**config.mk**
```make
export PLATFORM = sky130hd
export DESIGN_NAME = next_equal_group_partition_top
export DESIGN_NICKNAME = d
export VERILOG_FILES = /design/src/hdl/ngp_pkg.sv /design/src/hdl/next_equal_group_partition_top.sv
export SDC_FILE = /design/constraint.sdc
export NUM_CORES = 1
export LEC_CHECK = 0
export BUFFER_PORTS_ARGS = -buffer_cell sky130_fd_sc_hd__buf_2
export CAP_MARGIN = 20
export CORE_UTILIZATION = 42
export DETAILED_ROUTE_END_ITERATION = 16
export GPL_TIMING_DRIVEN = 1
export PLACE_DENSITY = 0.66
export SLEW_MARGIN = 20
export SYNTH_ARGS = -nofsm -noshare
export SYNTH_HDL_FRONTEND = slang
export SYNTH_SLANG_ARGS = --single-unit
```
**constraint.sdc**
```tcl
create_clock -name clk_i -period 7.7 [get_ports clk_i]
set_clock_uncertainty 0.15 [all_clocks]
set_input_delay 1.54 -clock clk_i [delete_from_list [all_inputs] [get_ports clk_i]]
set_output_delay 1.54 -clock clk_i [all_outputs]
set_load 0.02 [all_outputs]
```
**src/hdl/ngp_pkg.sv**
```systemverilog
`timescale 1ns / 1ps
// ----------------------------------------------------------------------------
// ngp_pkg
// Types and codes shared by the equal-size group partition stepper.
// ----------------------------------------------------------------------------
package ngp_pkg;

  localparam logic [1:0] ACT_LOAD  = 2'd0;
  localparam logic [1:0] ACT_IDENT = 2'd1;
  localparam logic [1:0] ACT_ADV   = 2'd2;

  localparam logic [1:0] CFG_GSIZE  = 2'd0;
  localparam logic [1:0] CFG_GCOUNT = 2'd1;

  localparam int unsigned STORE = 32;

  // signed index wide enough for every walk pointer
  typedef logic signed [7:0] sidx_t;

  typedef struct packed {
    logic [1:0] action;
    logic [4:0] position;
    logic [4:0] value;
  } cmd_t;

  typedef struct packed {
    logic [4:0] slot;
    logic [4:0] label;
    logic       last;
    logic       has_next;
  } res_t;

endpackage

```
**src/hdl/next_equal_group_partition_top.sv**
```systemverilog
`timescale 1ns / 1ps
// ----------------------------------------------------------------------------
// next_equal_group_partition_top
// Load, identity order or advance to the next equal-size grouping.
// Load and identity act in the accepting cycle; an advance walks back, sorts
// the tail and rotates over a registered-read memory, then strobes n results,
// one per cycle, or a single result with label 0 and no next when the shape is
// invalid (group size 0, fewer than two groups, or over MAX_N or 32 labels)
// one item at a time; busy stays high until the last result has been strobed
// the receiver cannot stall; reset restores identity order through valid bits
// ----------------------------------------------------------------------------
module next_equal_group_partition_top #(
  parameter int MAX_N = 32
) (
  input  logic          clk_i,
  input  logic          rst_ni,
  input  logic          start_i,
  input  ngp_pkg::cmd_t cmd_i,
  output logic          busy_o,
  output logic          res_valid_o,
  output ngp_pkg::res_t res_o,
  input  logic          cfg_valid_i,
  output logic          cfg_ready_o,
  input  logic [1:0]    cfg_index_i,
  input  logic [5:0]    cfg_data_i
);

  typedef enum logic [23:0] {
    IDLE    = 24'h000001, CHK     = 24'h000002, A_RD1   = 24'h000004,
    A_CAP1  = 24'h000008, A_SCAN  = 24'h000010, A_CMP   = 24'h000020,
    A_DEC   = 24'h000040, B_TOP   = 24'h000080, B_TIP   = 24'h000100,
    B_CMP   = 24'h000200, S_RI    = 24'h000400, S_V     = 24'h000800,
    S_CMP   = 24'h001000, F_RD    = 24'h002000, F_CMP   = 24'h004000,
    R_INIT  = 24'h008000, R_REV   = 24'h010000, W_RA    = 24'h020000,
    W_RB    = 24'h040000, W_WA    = 24'h080000, W_WB    = 24'h100000,
    D_TRUE  = 24'h200000, D_FALSE = 24'h400000, EMIT    = 24'h800000
  } state_e;

  state_e state_q, state_d, ret_q, ret_d;

  logic [5:0] gsz_q, gcnt_q;

  // arrangement store, entries without a valid bit read as their own index
  logic [4:0] mem_q [ngp_pkg::STORE];
  logic [ngp_pkg::STORE-1:0] vld_q;
  logic       mem_we;
  logic [4:0] mem_waddr, mem_wdata, mem_raddr;
  logic       ident_clr;
  logic [4:0] rd_data_q, rd_addr_q;
  logic       rd_vld_q;
  logic [4:0] data;

  ngp_pkg::sidx_t hi1_q, hi1_d, hi2_q, hi2_d, low_q, low_d, k_q, k_d;
  ngp_pkg::sidx_t span_q, span_d, i_q, i_d, j_q, j_d, lo_q, lo_d, hi_q, hi_d;
  ngp_pkg::sidx_t first_q, first_d, mid_q, mid_d, last_q, last_d;
  ngp_pkg::sidx_t sa_q, sa_d, sb_q, sb_d;
  logic [4:0] v1_q, v1_d, tip_q, tip_d, sv_q, sv_d, swv_q, swv_d;
  logic [1:0] phase_q, phase_d;
  logic [5:0] n_q, n_d, nout_q, nout_d, cnt_q, cnt_d;
  logic       ok_q, ok_d, bad_q, bad_d;
  logic       pend_q, pend_d;
  logic [4:0] slot_q, slot_d;
  logic       lastf_q, lastf_d;

  logic [11:0]    prod;
  ngp_pkg::sidx_t nn, gg, pn, lst, md, fst;

  assign data = rd_vld_q ? rd_data_q : rd_addr_q;
  assign prod = gsz_q * gcnt_q;
  assign nn   = ngp_pkg::sidx_t'({2'b00, n_q});
  assign gg   = ngp_pkg::sidx_t'({2'b00, gsz_q});
  assign pn   = ngp_pkg::sidx_t'({2'b00, prod[5:0]});

  assign cfg_ready_o = 1'b1;
  assign busy_o      = (state_q != IDLE) || pend_q;
  assign res_valid_o = pend_q;
  assign res_o.slot     = slot_q;
  assign res_o.label    = bad_q ? 5'd0 : data;
  assign res_o.last     = lastf_q;
  assign res_o.has_next = ok_q;

  always_comb begin
    state_d = state_q; ret_d = ret_q;
    hi1_d = hi1_q; hi2_d = hi2_q; low_d = low_q; k_d = k_q; span_d = span_q;
    i_d = i_q; j_d = j_q; lo_d = lo_q; hi_d = hi_q;
    first_d = first_q; mid_d = mid_q; last_d = last_q; sa_d = sa_q; sb_d = sb_q;
    v1_d = v1_q; tip_d = tip_q; sv_d = sv_q; swv_d = swv_q; phase_d = phase_q;
    n_d = n_q; nout_d = nout_q; cnt_d = cnt_q; ok_d = ok_q; bad_d = bad_q;
    pend_d = 1'b0; slot_d = slot_q; lastf_d = lastf_q;
    mem_we = 1'b0; mem_waddr = '0; mem_wdata = '0; mem_raddr = '0;
    ident_clr = 1'b0;
    lst = '0; md = '0; fst = '0;
    case (state_q)
      IDLE: begin
        if (start_i && !pend_q) begin
          case (cmd_i.action)
            ngp_pkg::ACT_LOAD: begin
              mem_we = 1'b1; mem_waddr = cmd_i.position; mem_wdata = cmd_i.value;
            end
            ngp_pkg::ACT_IDENT: ident_clr = 1'b1;
            ngp_pkg::ACT_ADV:   state_d = CHK;
            default: ;
          endcase
        end
      end
      CHK: begin
        bad_d = 1'b0;
        if (gsz_q == 6'd0 || gcnt_q < 6'd2 || prod > 12'(MAX_N) || prod > 12'd32) begin
          bad_d = 1'b1; ok_d = 1'b0; nout_d = 6'd1; cnt_d = '0; state_d = EMIT;
        end else begin
          n_d = prod[5:0];
          hi1_d = pn - gg - 8'sd1;
          hi2_d = pn - 8'sd1;
          low_d = pn - gg - gg + 8'sd1;
          state_d = (gsz_q == 6'd1) ? D_FALSE : A_RD1;
        end
      end
      A_RD1: begin mem_raddr = hi1_q[4:0]; state_d = A_CAP1; end
      A_CAP1: begin v1_d = data; state_d = A_SCAN; end
      A_SCAN: begin
        if (hi2_q > hi1_q) begin
          mem_raddr = hi2_q[4:0]; state_d = A_CMP;
        end else begin
          state_d = A_DEC;
        end
      end
      A_CMP: begin
        if (data > v1_q) begin
          hi2_d = hi2_q - 8'sd1; state_d = A_SCAN;
        end else begin
          state_d = A_DEC;
        end
      end
      A_DEC: begin
        if (hi2_q + 8'sd1 < nn) begin
          sa_d = hi1_q; sb_d = hi2_q + 8'sd1; ret_d = D_TRUE; state_d = W_RA;
        end else begin
          state_d = B_TOP;
        end
      end
      B_TOP: begin
        if (hi1_q <= 8'sd0 || hi2_q < 8'sd0 || hi2_q >= nn) begin
          state_d = D_FALSE;
        end else begin
          mem_raddr = hi2_q[4:0]; state_d = B_TIP;
        end
      end
      B_TIP: begin tip_d = data; mem_raddr = hi1_q[4:0]; state_d = B_CMP; end
      B_CMP: begin
        if (hi1_q > low_q && hi1_q > 8'sd0 && tip_q < data) begin
          // step back and read the new entry under the walk
          hi1_d = hi1_q - 8'sd1;
          mem_raddr = 5'(hi1_q - 8'sd1);
        end else if (tip_q > data) begin
          v1_d = data;
          k_d = hi1_q + 8'sd1;
          span_d = low_q + gg - hi1_q - 8'sd1;
          i_d = hi1_q + 8'sd2;
          state_d = S_RI;
        end else begin
          hi1_d = hi1_q - 8'sd2; hi2_d = hi2_q - gg; low_d = low_q - gg;
          state_d = B_TOP;
        end
      end
      // insertion sort of the tail from k
      S_RI: begin
        if (i_q >= nn) begin
          state_d = F_RD;
        end else begin
          mem_raddr = i_q[4:0]; state_d = S_V;
        end
      end
      S_V: begin
        sv_d = data; j_d = i_q - 8'sd1; mem_raddr = 5'(i_q - 8'sd1); state_d = S_CMP;
      end
      S_CMP: begin
        mem_we = 1'b1; mem_waddr = 5'(j_q + 8'sd1);
        if (j_q >= k_q && data > sv_q) begin
          mem_wdata = data; j_d = j_q - 8'sd1; mem_raddr = 5'(j_q - 8'sd1);
        end else begin
          mem_wdata = sv_q; i_d = i_q + 8'sd1; state_d = S_RI;
        end
      end
      F_RD: begin
        if (k_q < nn - 8'sd1) begin
          mem_raddr = k_q[4:0]; state_d = F_CMP;
        end else if (k_q >= nn) begin
          state_d = D_FALSE;
        end else begin
          sa_d = k_q; sb_d = hi1_q; ret_d = R_INIT; state_d = W_RA;
        end
      end
      F_CMP: begin
        if (data < v1_q) begin
          k_d = k_q + 8'sd1; state_d = F_RD;
        end else begin
          sa_d = k_q; sb_d = hi1_q; ret_d = R_INIT; state_d = W_RA;
        end
      end
      // left rotation as three reversals
      R_INIT: begin
        lst = k_q + span_q;
        if (lst > nn) lst = nn;
        md = k_q + 8'sd1;
        if (md > lst) md = lst;
        fst = hi1_q + 8'sd1;
        if (fst < 8'sd0 || fst >= lst || md <= fst) begin
          state_d = D_TRUE;
        end else begin
          first_d = fst; mid_d = md; last_d = lst; phase_d = 2'd0;
          lo_d = fst; hi_d = md - 8'sd1; state_d = R_REV;
        end
      end
      R_REV: begin
        if (lo_q < hi_q) begin
          sa_d = lo_q; sb_d = hi_q; lo_d = lo_q + 8'sd1; hi_d = hi_q - 8'sd1;
          ret_d = R_REV; state_d = W_RA;
        end else begin
          case (phase_q)
            2'd0: begin phase_d = 2'd1; lo_d = mid_q; hi_d = last_q - 8'sd1; end
            2'd1: begin phase_d = 2'd2; lo_d = first_q; hi_d = last_q - 8'sd1; end
            default: state_d = D_TRUE;
          endcase
        end
      end
      W_RA: begin mem_raddr = sa_q[4:0]; state_d = W_RB; end
      W_RB: begin swv_d = data; mem_raddr = sb_q[4:0]; state_d = W_WA; end
      W_WA: begin
        mem_we = 1'b1; mem_waddr = sa_q[4:0]; mem_wdata = data; state_d = W_WB;
      end
      W_WB: begin
        mem_we = 1'b1; mem_waddr = sb_q[4:0]; mem_wdata = swv_q; state_d = ret_q;
      end
      D_TRUE: begin ok_d = 1'b1; nout_d = n_q; cnt_d = '0; state_d = EMIT; end
      D_FALSE: begin ok_d = 1'b0; nout_d = n_q; cnt_d = '0; state_d = EMIT; end
      EMIT: begin
        mem_raddr = cnt_q[4:0];
        pend_d = 1'b1; slot_d = cnt_q[4:0];
        lastf_d = (cnt_q == nout_q - 6'd1);
        cnt_d = cnt_q + 6'd1;
        if (cnt_q == nout_q - 6'd1) state_d = IDLE;
      end
      default: state_d = IDLE;
    endcase
  end

  always_ff @(posedge clk_i or negedge rst_ni) begin
    if (!rst_ni) begin
      state_q <= IDLE; ret_q <= IDLE;
      gsz_q <= 6'd2; gcnt_q <= 6'd2;
      vld_q <= '0; pend_q <= 1'b0;
    end else begin
      state_q <= state_d; ret_q <= ret_d; pend_q <= pend_d;
      if (cfg_valid_i && cfg_index_i == ngp_pkg::CFG_GSIZE) gsz_q <= cfg_data_i;
      if (cfg_valid_i && cfg_index_i == ngp_pkg::CFG_GCOUNT) gcnt_q <= cfg_data_i;
      if (ident_clr) vld_q <= '0;
      else if (mem_we) vld_q[mem_waddr] <= 1'b1;
    end
  end

  always_ff @(posedge clk_i) begin
    if (mem_we) mem_q[mem_waddr] <= mem_wdata;
    rd_data_q <= mem_q[mem_raddr];
    rd_vld_q  <= vld_q[mem_raddr];
    rd_addr_q <= mem_raddr;
  end

  always_ff @(posedge clk_i) begin
    hi1_q <= hi1_d; hi2_q <= hi2_d; low_q <= low_d; k_q <= k_d; span_q <= span_d;
    i_q <= i_d; j_q <= j_d; lo_q <= lo_d; hi_q <= hi_d;
    first_q <= first_d; mid_q <= mid_d; last_q <= last_d; sa_q <= sa_d; sb_q <= sb_d;
    v1_q <= v1_d; tip_q <= tip_d; sv_q <= sv_d; swv_q <= swv_d; phase_q <= phase_d;
    n_q <= n_d; nout_q <= nout_d; cnt_q <= cnt_d; ok_q <= ok_d; bad_q <= bad_d;
    slot_q <= slot_d; lastf_q <= lastf_d;
  end

endmodule

```
# After elaboration in Yosys (flattened, before gate mapping)
# Memories as Yosys holds them, arrays and structs flattened. A register that Yosys moved wholly into a read port is not among the register bits.
# Index checks and enable logic that the tools add are counted.
# Widths: inputs -> output; s select.
dict set report op_classes {
  add_sub_neg 29
  multipliers 1
  bitwise_logic 4
  n_reduce_logical 54
  mux 118
  eq_ne 55
  n_lt_le_gt_ge 27
}
# operator count
set op_table {}
lappend op_table {{$pmux 24 s23} 1}
lappend op_table {{$mux 24} 13}
lappend op_table {{$mux 8} 26}
lappend op_table {{$pmux 8 s2} 8}
lappend op_table {{$mux 5} 25}
lappend op_table {{$pmux 24 s4} 1}
lappend op_table {{$mux 23} 4}
lappend op_table {{$pmux 5 s4} 4}
lappend op_table {{$mux 32} 2}
lappend op_table {{$sub 8x2->8 const B} 8}
lappend op_table {{$pmux 5 s11} 1}
lappend op_table {{$add 8x2->8 const B} 6}
lappend op_table {{$mux 18} 2}
lappend op_table {{$ne 2x2->1 const B} 18}
lappend op_table {{$or 32x32->32} 1}
lappend op_table {{$eq 24x1->1 const B} 1}
lappend op_table {{$eq 24x10->1 const B} 1}
lappend op_table {{$eq 24x11->1 const B} 1}
lappend op_table {{$eq 24x12->1 const B} 1}
lappend op_table {{$eq 24x13->1 const B} 1}
lappend op_table {{$eq 24x14->1 const B} 1}
lappend op_table {{$eq 24x15->1 const B} 1}
lappend op_table {{$eq 24x16->1 const B} 1}
lappend op_table {{$eq 24x17->1 const B} 1}
lappend op_table {{other kinds (85)} 159}
dict set report totals {
  ram_bits 160
  n_memories 1
  input_bits 24
  regBits 253
  elab_cells 323
  output_inout_bits 15
}
# name words word_bits read_ports rd_ports_with_merged_regs wr line_no
set memory_table {}
lappend memory_table {mem_q 32 5 1 1 1 next_equal_group_partition_top.sv:44} ;# logic [4:0] mem_q [ngp_pkg::STORE];

# Longest topological paths before layout
dict set report depth {
  word_depth 11
  mapped_depth 39
  mapped_depth_nobuf 38
}

# Least setup slack after synthesis
# OpenSTA, ideal clock, no wires.
dict set report synth_timing {
  path_kind {flip-flop to flip-flop}
  from {register k_q[1]}
  to {register first_q[0] (enable)}
  setup_slack_ns 0.348
  period_less_slack_ns 7.352
  stages_incl_launch_ff 37
  setup_time_ns 0.379
  t_required_ns 7.171
  arrival_time_ns 6.823
  n_path_buf 1
  path_cell_list {edfxtp_1 -> ha_1 -> a211oi_1 -> o21ai_0 -> and2_1 -> xnor2_1 -> ha_1 -> a21oi_1 -> and4b_1 -> o21ai_1 -> nand2_1 -> nor2_1 -> a21oi_1 -> ha_1 -> a21o_1 -> a2111oi_0 -> a21oi_1 -> and3_1 -> nand3_1 -> a311oi_1 -> o32ai_2 -> buf_2 -> nor2_1 -> a21o_1 -> ha_1 -> nor2b_1 -> o21a_1 -> o21a_1 -> o21ai_0 -> nand2b_1 -> a21oi_1 -> nor2b_1 -> o311a_1 -> o21ai_0 -> a211oi_1 -> nand2b_1 -> inv_1}
}
dict set report synth_via {
  elab_chain_len 11
  word_cells_on_any_way 14
  cone_classes {add/sub: 2; order compare: 4; mux: 4; bitwise: 1; reduce/logical: 3}
}
# item line_no
set synth_lines {}
lappend synth_lines {{start: declaration} next_equal_group_partition_top.sv:53} ;# ngp_pkg::sidx_t hi1_q, hi1_d, hi2_q, hi2_d, low_q, low_d, k_q, k_d;
lappend synth_lines {{start signal: assignment} next_equal_group_partition_top.sv:269} ;# hi1_q <= hi1_d; hi2_q <= hi2_d; low_q <= low_d; k_q <= k_d; span_q <= span_d;
lappend synth_lines {{$add 8x8->8} next_equal_group_partition_top.sv:202} ;# lst = k_q + span_q;
lappend synth_lines {{$gt 8x7->1} next_equal_group_partition_top.sv:203} ;# if (lst > nn) lst = nn;
lappend synth_lines {{$mux 8} next_equal_group_partition_top.sv:203}
lappend synth_lines {{$mux 8} next_equal_group_partition_top.sv:93} ;# case (state_q)
lappend synth_lines {{$gt 8x8->1} next_equal_group_partition_top.sv:205} ;# if (md > lst) md = lst;
lappend synth_lines {{$mux 8} next_equal_group_partition_top.sv:205}
lappend synth_lines {{$mux 8} next_equal_group_partition_top.sv:93}
lappend synth_lines {{$le 8x8->1} next_equal_group_partition_top.sv:207} ;# if (fst < 8'sd0 || fst >= lst || md <= fst) begin
lappend synth_lines {{$logic_or 1x1->1 *} next_equal_group_partition_top.sv:207}
lappend synth_lines {{$not 1->1 (no line) *} --}
lappend synth_lines {{$reduce_and 2->1 (no line) *} --}
lappend synth_lines {{end signal: assignment} next_equal_group_partition_top.sv:271} ;# first_q <= first_d; mid_q <= mid_d; last_q <= last_d; sa_q <= sa_d; sb_q <= sb_d;
lappend synth_lines {{end: declaration} next_equal_group_partition_top.sv:55} ;# ngp_pkg::sidx_t first_q, first_d, mid_q, mid_d, last_q, last_d;
# Mark *: on every way between the ends. The rest lies on a longest branch, timed or not. The select of a mux whose other input is x is not followed.
# A chain may end at the register's enable or synchronous reset.

# Worst setup path in the final report
dict set report layout_timing {
  from {register k_q[1]}
  to {register last_q[7] (enable)}
}
dict set report layout_via {
  elab_chain_len 11
  word_cells_on_any_way 14
  cone_classes {add/sub: 2; order compare: 4; mux: 4; bitwise: 1; reduce/logical: 3}
}
# item line_no
set layout_lines {}
lappend layout_lines {{$add 8x8->8} next_equal_group_partition_top.sv:202}
lappend layout_lines {{$gt 8x7->1} next_equal_group_partition_top.sv:203}
lappend layout_lines {{$mux 8} next_equal_group_partition_top.sv:203}
lappend layout_lines {{$mux 8} next_equal_group_partition_top.sv:93}
lappend layout_lines {{$gt 8x8->1} next_equal_group_partition_top.sv:205}
lappend layout_lines {{$mux 8} next_equal_group_partition_top.sv:205}
lappend layout_lines {{$mux 8} next_equal_group_partition_top.sv:93}
lappend layout_lines {{$le 8x8->1} next_equal_group_partition_top.sv:207}
lappend layout_lines {{$logic_or 1x1->1 *} next_equal_group_partition_top.sv:207}
lappend layout_lines {{$not 1->1 (no line) *} --}
lappend layout_lines {{$reduce_and 2->1 (no line) *} --}
lappend layout_lines {{end signal: assignment} next_equal_group_partition_top.sv:271}
lappend layout_lines {{end: declaration} next_equal_group_partition_top.sv:55}
# Marked as above.

==> run metrics <==
most frequent cell after synthesis=edfxtp_1; fmax=approximately 140 MHz; Synth Instances=~2,300; Synth area leader=edfxtp_1; Post-Layout Cell Count=approximately 3,100; CP delay by family, top=compound AO/OA/AOI/OAI gates; LEAKAGE=between 10 and 15 nW; vias in the first global route=18,400; Pins Over Slew Limit=0; Slew @ Worst Pin=between 1 and 1.5 ns; Final WS setup=approximately 0.58 ns; largest net degree at the start of global routing=74; DRC errors left=0; max incr delay on CP=~0.44 ns; row count=88; HP Start=vld_q[24]; Final min period=roughly 7.1 ns; critical path's most frequent cell=ha_1; min-delay worst type=reg2reg; TritonRoute pass-1 iters=7; placed insts=3,050; CP max FO=24; Distinct cells, synth=approximately 100; number of port buffers=37; global route total overflow=0; initial antenna violation count=0; maximum vdd ir drop=0.247 mV; DRC marker count from the first detailed-route iteration=~1,700; Post-Place Worst Slack=approximately 0.062 ns; initial core utilization=between 40% and 50%; yosys warns=0; Clk Tree Root Cell=clkbuf_16; clock sink count=approximately 400; core area=58,000 um^2; final period utilization=between 90% and 100%; crit path from=k_q[1]; commonest cells in the netlist=edfxtp_1 (314), ha_1 (186), nand2_1 (182); die span in y=245 um; Startpoint Class=flop; CTS Buf Count=44; ranking of synthesized cells by area=edfxtp_1 (38%), ha_1 (9.4%), dfrtp_1 (7.0%); CTS tree=built; crit path buf inv count=3; Finish-stage setup viols=0; H-tree depth=2; hpwl dp=about 54,000 um; arrival time worst endpoint=7.26 ns; latest clock arrival within the worst-skew pair=~0.6 ns; first-pass GRT wire length=approximately 110,000 um; status=finished, final reports clean; CP Depth=34; FF+latch count, synth=398; Tot Pwr=about 0.0081 W; synthesis-to-layout area growth=10.9%; Mapped Area=approximately 25,000 um^2; data required time of the critical path=7.84 ns; clock buffer depth=3; Antenna Cells=0; FF-to-FF Start=k_q[1]; CTS hold repair buffers=0; CP endpoint kind=flop; Clock transition at path regs=approximately 0.06 ns; layout cell share with drive strength beyond 1=10.6%; Post-Route WL=72,300 um; async set-reset flop share out of synthesis=between 10% and 20%; Area after DPL=about 26,000 um^2; Vias=18,600; power per cell area=295 nW/um^2; final hold vios=0; Post-Syn Nets=around 2,500; worst reg2reg path depth=34; Post-synth EDFFs=314; Die X=roughly 250 um; Fillers=between 5,000 and 6,000; hold path depth=1; Worst slew margin=approximately a quarter; Worst path slowest cell=a21oi_1; GPL Wtd Cong=between 0.9 and 1; Mean Syn Cell Area=approximately 11 um^2; # Max-Cap Violations=0; register area share after synthesis=around 46%; fin area=roughly 28,000 um^2; ys flop type=edfxtp_1; GRT Total Usage=24.1%; Hold Worst Slack=approximately 0.34 ns; Synth top area share=around 38%; io pins=39; post-layout net count=2,573; post-route ant nets=0; WL/cell=about 23 um; critical path type=reg2reg; Die Area=60,100 um^2; Vias per Instance=5.92
cells in the final DEF, fill, tap and decap left out, types with 31 or more instances in the layout:
| cell | synthesis | routed |
|---|---|---|
| o21ai_0 | 96 | 88 |
| clkbuf_16 | 0 | 45 |
| nand2_1 | 182 | 178 |
| nand3_1 | 57 | 57 |
| xor2_1 | 32 | 32 |
| buf_2 | 10 | 36 |
| ha_1 | 186 | 186 |
| nor2_1 | 171 | 171 |
| inv_1 | 175 | 175 |
| o21a_1 | 46 | 46 |
| mux2i_1 | 116 | 116 |
| dfrtp_1 | 69 | 69 |
| nand2b_1 | 34 | 34 |
| edfxtp_1 | 314 | 314 |
| xnor2_1 | 91 | 90 |
| nor2b_1 | 35 | 34 |
| nor3_1 | 35 | 35 |
| buf_4 | 8 | 45 |
| and2_1 | 31 | 31 |
| a21oi_1 | 105 | 104 |
cell families (layout without fill, tap and decap cells):
logic type / Yosys count / after routing / synth area share [%]
and+or+nand+nor: 699 / 699 / 14.5
xor gates and xnor gates: 123 / 123 / 4.34
muxes: 143 / 143 / 6.55
adders and majority gates: 217 / 217 / 11.8
AOI/OAI and AO/OA: 441 / 441 / 12.0
other: 2 / 2 / 0.0303
DFF: 398 / 398 / 46.3
buffers and inverters: 258 / 346 / 4.50
report_power, final:
group / internal (W) / leakage [nW] / switching (W) / total (W)
Clock: 0.00128 / 0.733 / 0.000913 / 0.00219
Combinational: 0.00129 / 6.23 / 0.00182 / 0.00311
Sequential: 0.00263 / 4.14 / 0.000179 / 0.00281
Total: 0.00519 / 11.1 / 0.00291 / 0.00811
repair_timing:
| item | 4_1_cts | 5_1_grt |
|---|---|---|
| buffers inserted | 0 | 2 |
| gates resized for setup | 0 | 14 |
| hold endpoints to repair | 0 | 0 |
| endpoints found under the setup margin | 0 | 44 |
metrics by stage:
step / TNS, ns / util [%]
3_3_place_gp: 0 / 44.7
2_1_floorplan: 0 / -
5_1_grt: -0.242 / 47.4
6_report: 0 / 47.4
3_5_place_dp: 0 / 44.7
4_1_cts: 0 / 47.3
path summary, 6_finish.rpt:
| kind | to | slack [ns] |
|---|---|---|
| max | last_q[7] | 0.58 |
| min in group asynchronous | vld_q[3] | 0.83 |
| min reg2reg | vld_q[24] | 0.34 |
| max reg2reg | last_q[7] | 0.58 |
| min | vld_q[24] | 0.34 |
| max in group asynchronous | gcnt_q[2] | 5.96 |
flip-flops by register name (all words and copies together) (netlist names), 6 cells and up:
name,flops
mem_q,160
span_q,8
mid_q,8
hi2_q,8
first_q,8
cnt_q,6
low_q,8
vld_q,32
i_q,8
j_q,8
hi_q,8
last_q,8
k_q,8
gsz_q,6
n_q,6
gcnt_q,6
nout_q,6
hi1_q,8
state_q,24
lo_q,8
layer usage:
metal	GRT usage [%]	up-vias	part of all wire, %	routed length [um]
met2	38.5	766	46	33000
met1	33.4	9208	44	31600
met4	7.32	0	3.0	2170
met5	0	-	0	0
li1	-	8449	-	-
met3	3.94	142	7.6	5490
final cells by class:
class,instances,area [um^2],share of cell area (%)
Clock buffer,62,1240,4.51
Clock inverter,19,260,0.946
Inverter,180,676,2.45
Multi-Input combinational cell,1625,12300,44.8
Sequential cell,398,11500,41.7
Tap cell,765,957,3.48
Timing Repair Buffer,85,568,2.06
(Power assumes the default switching activity.)
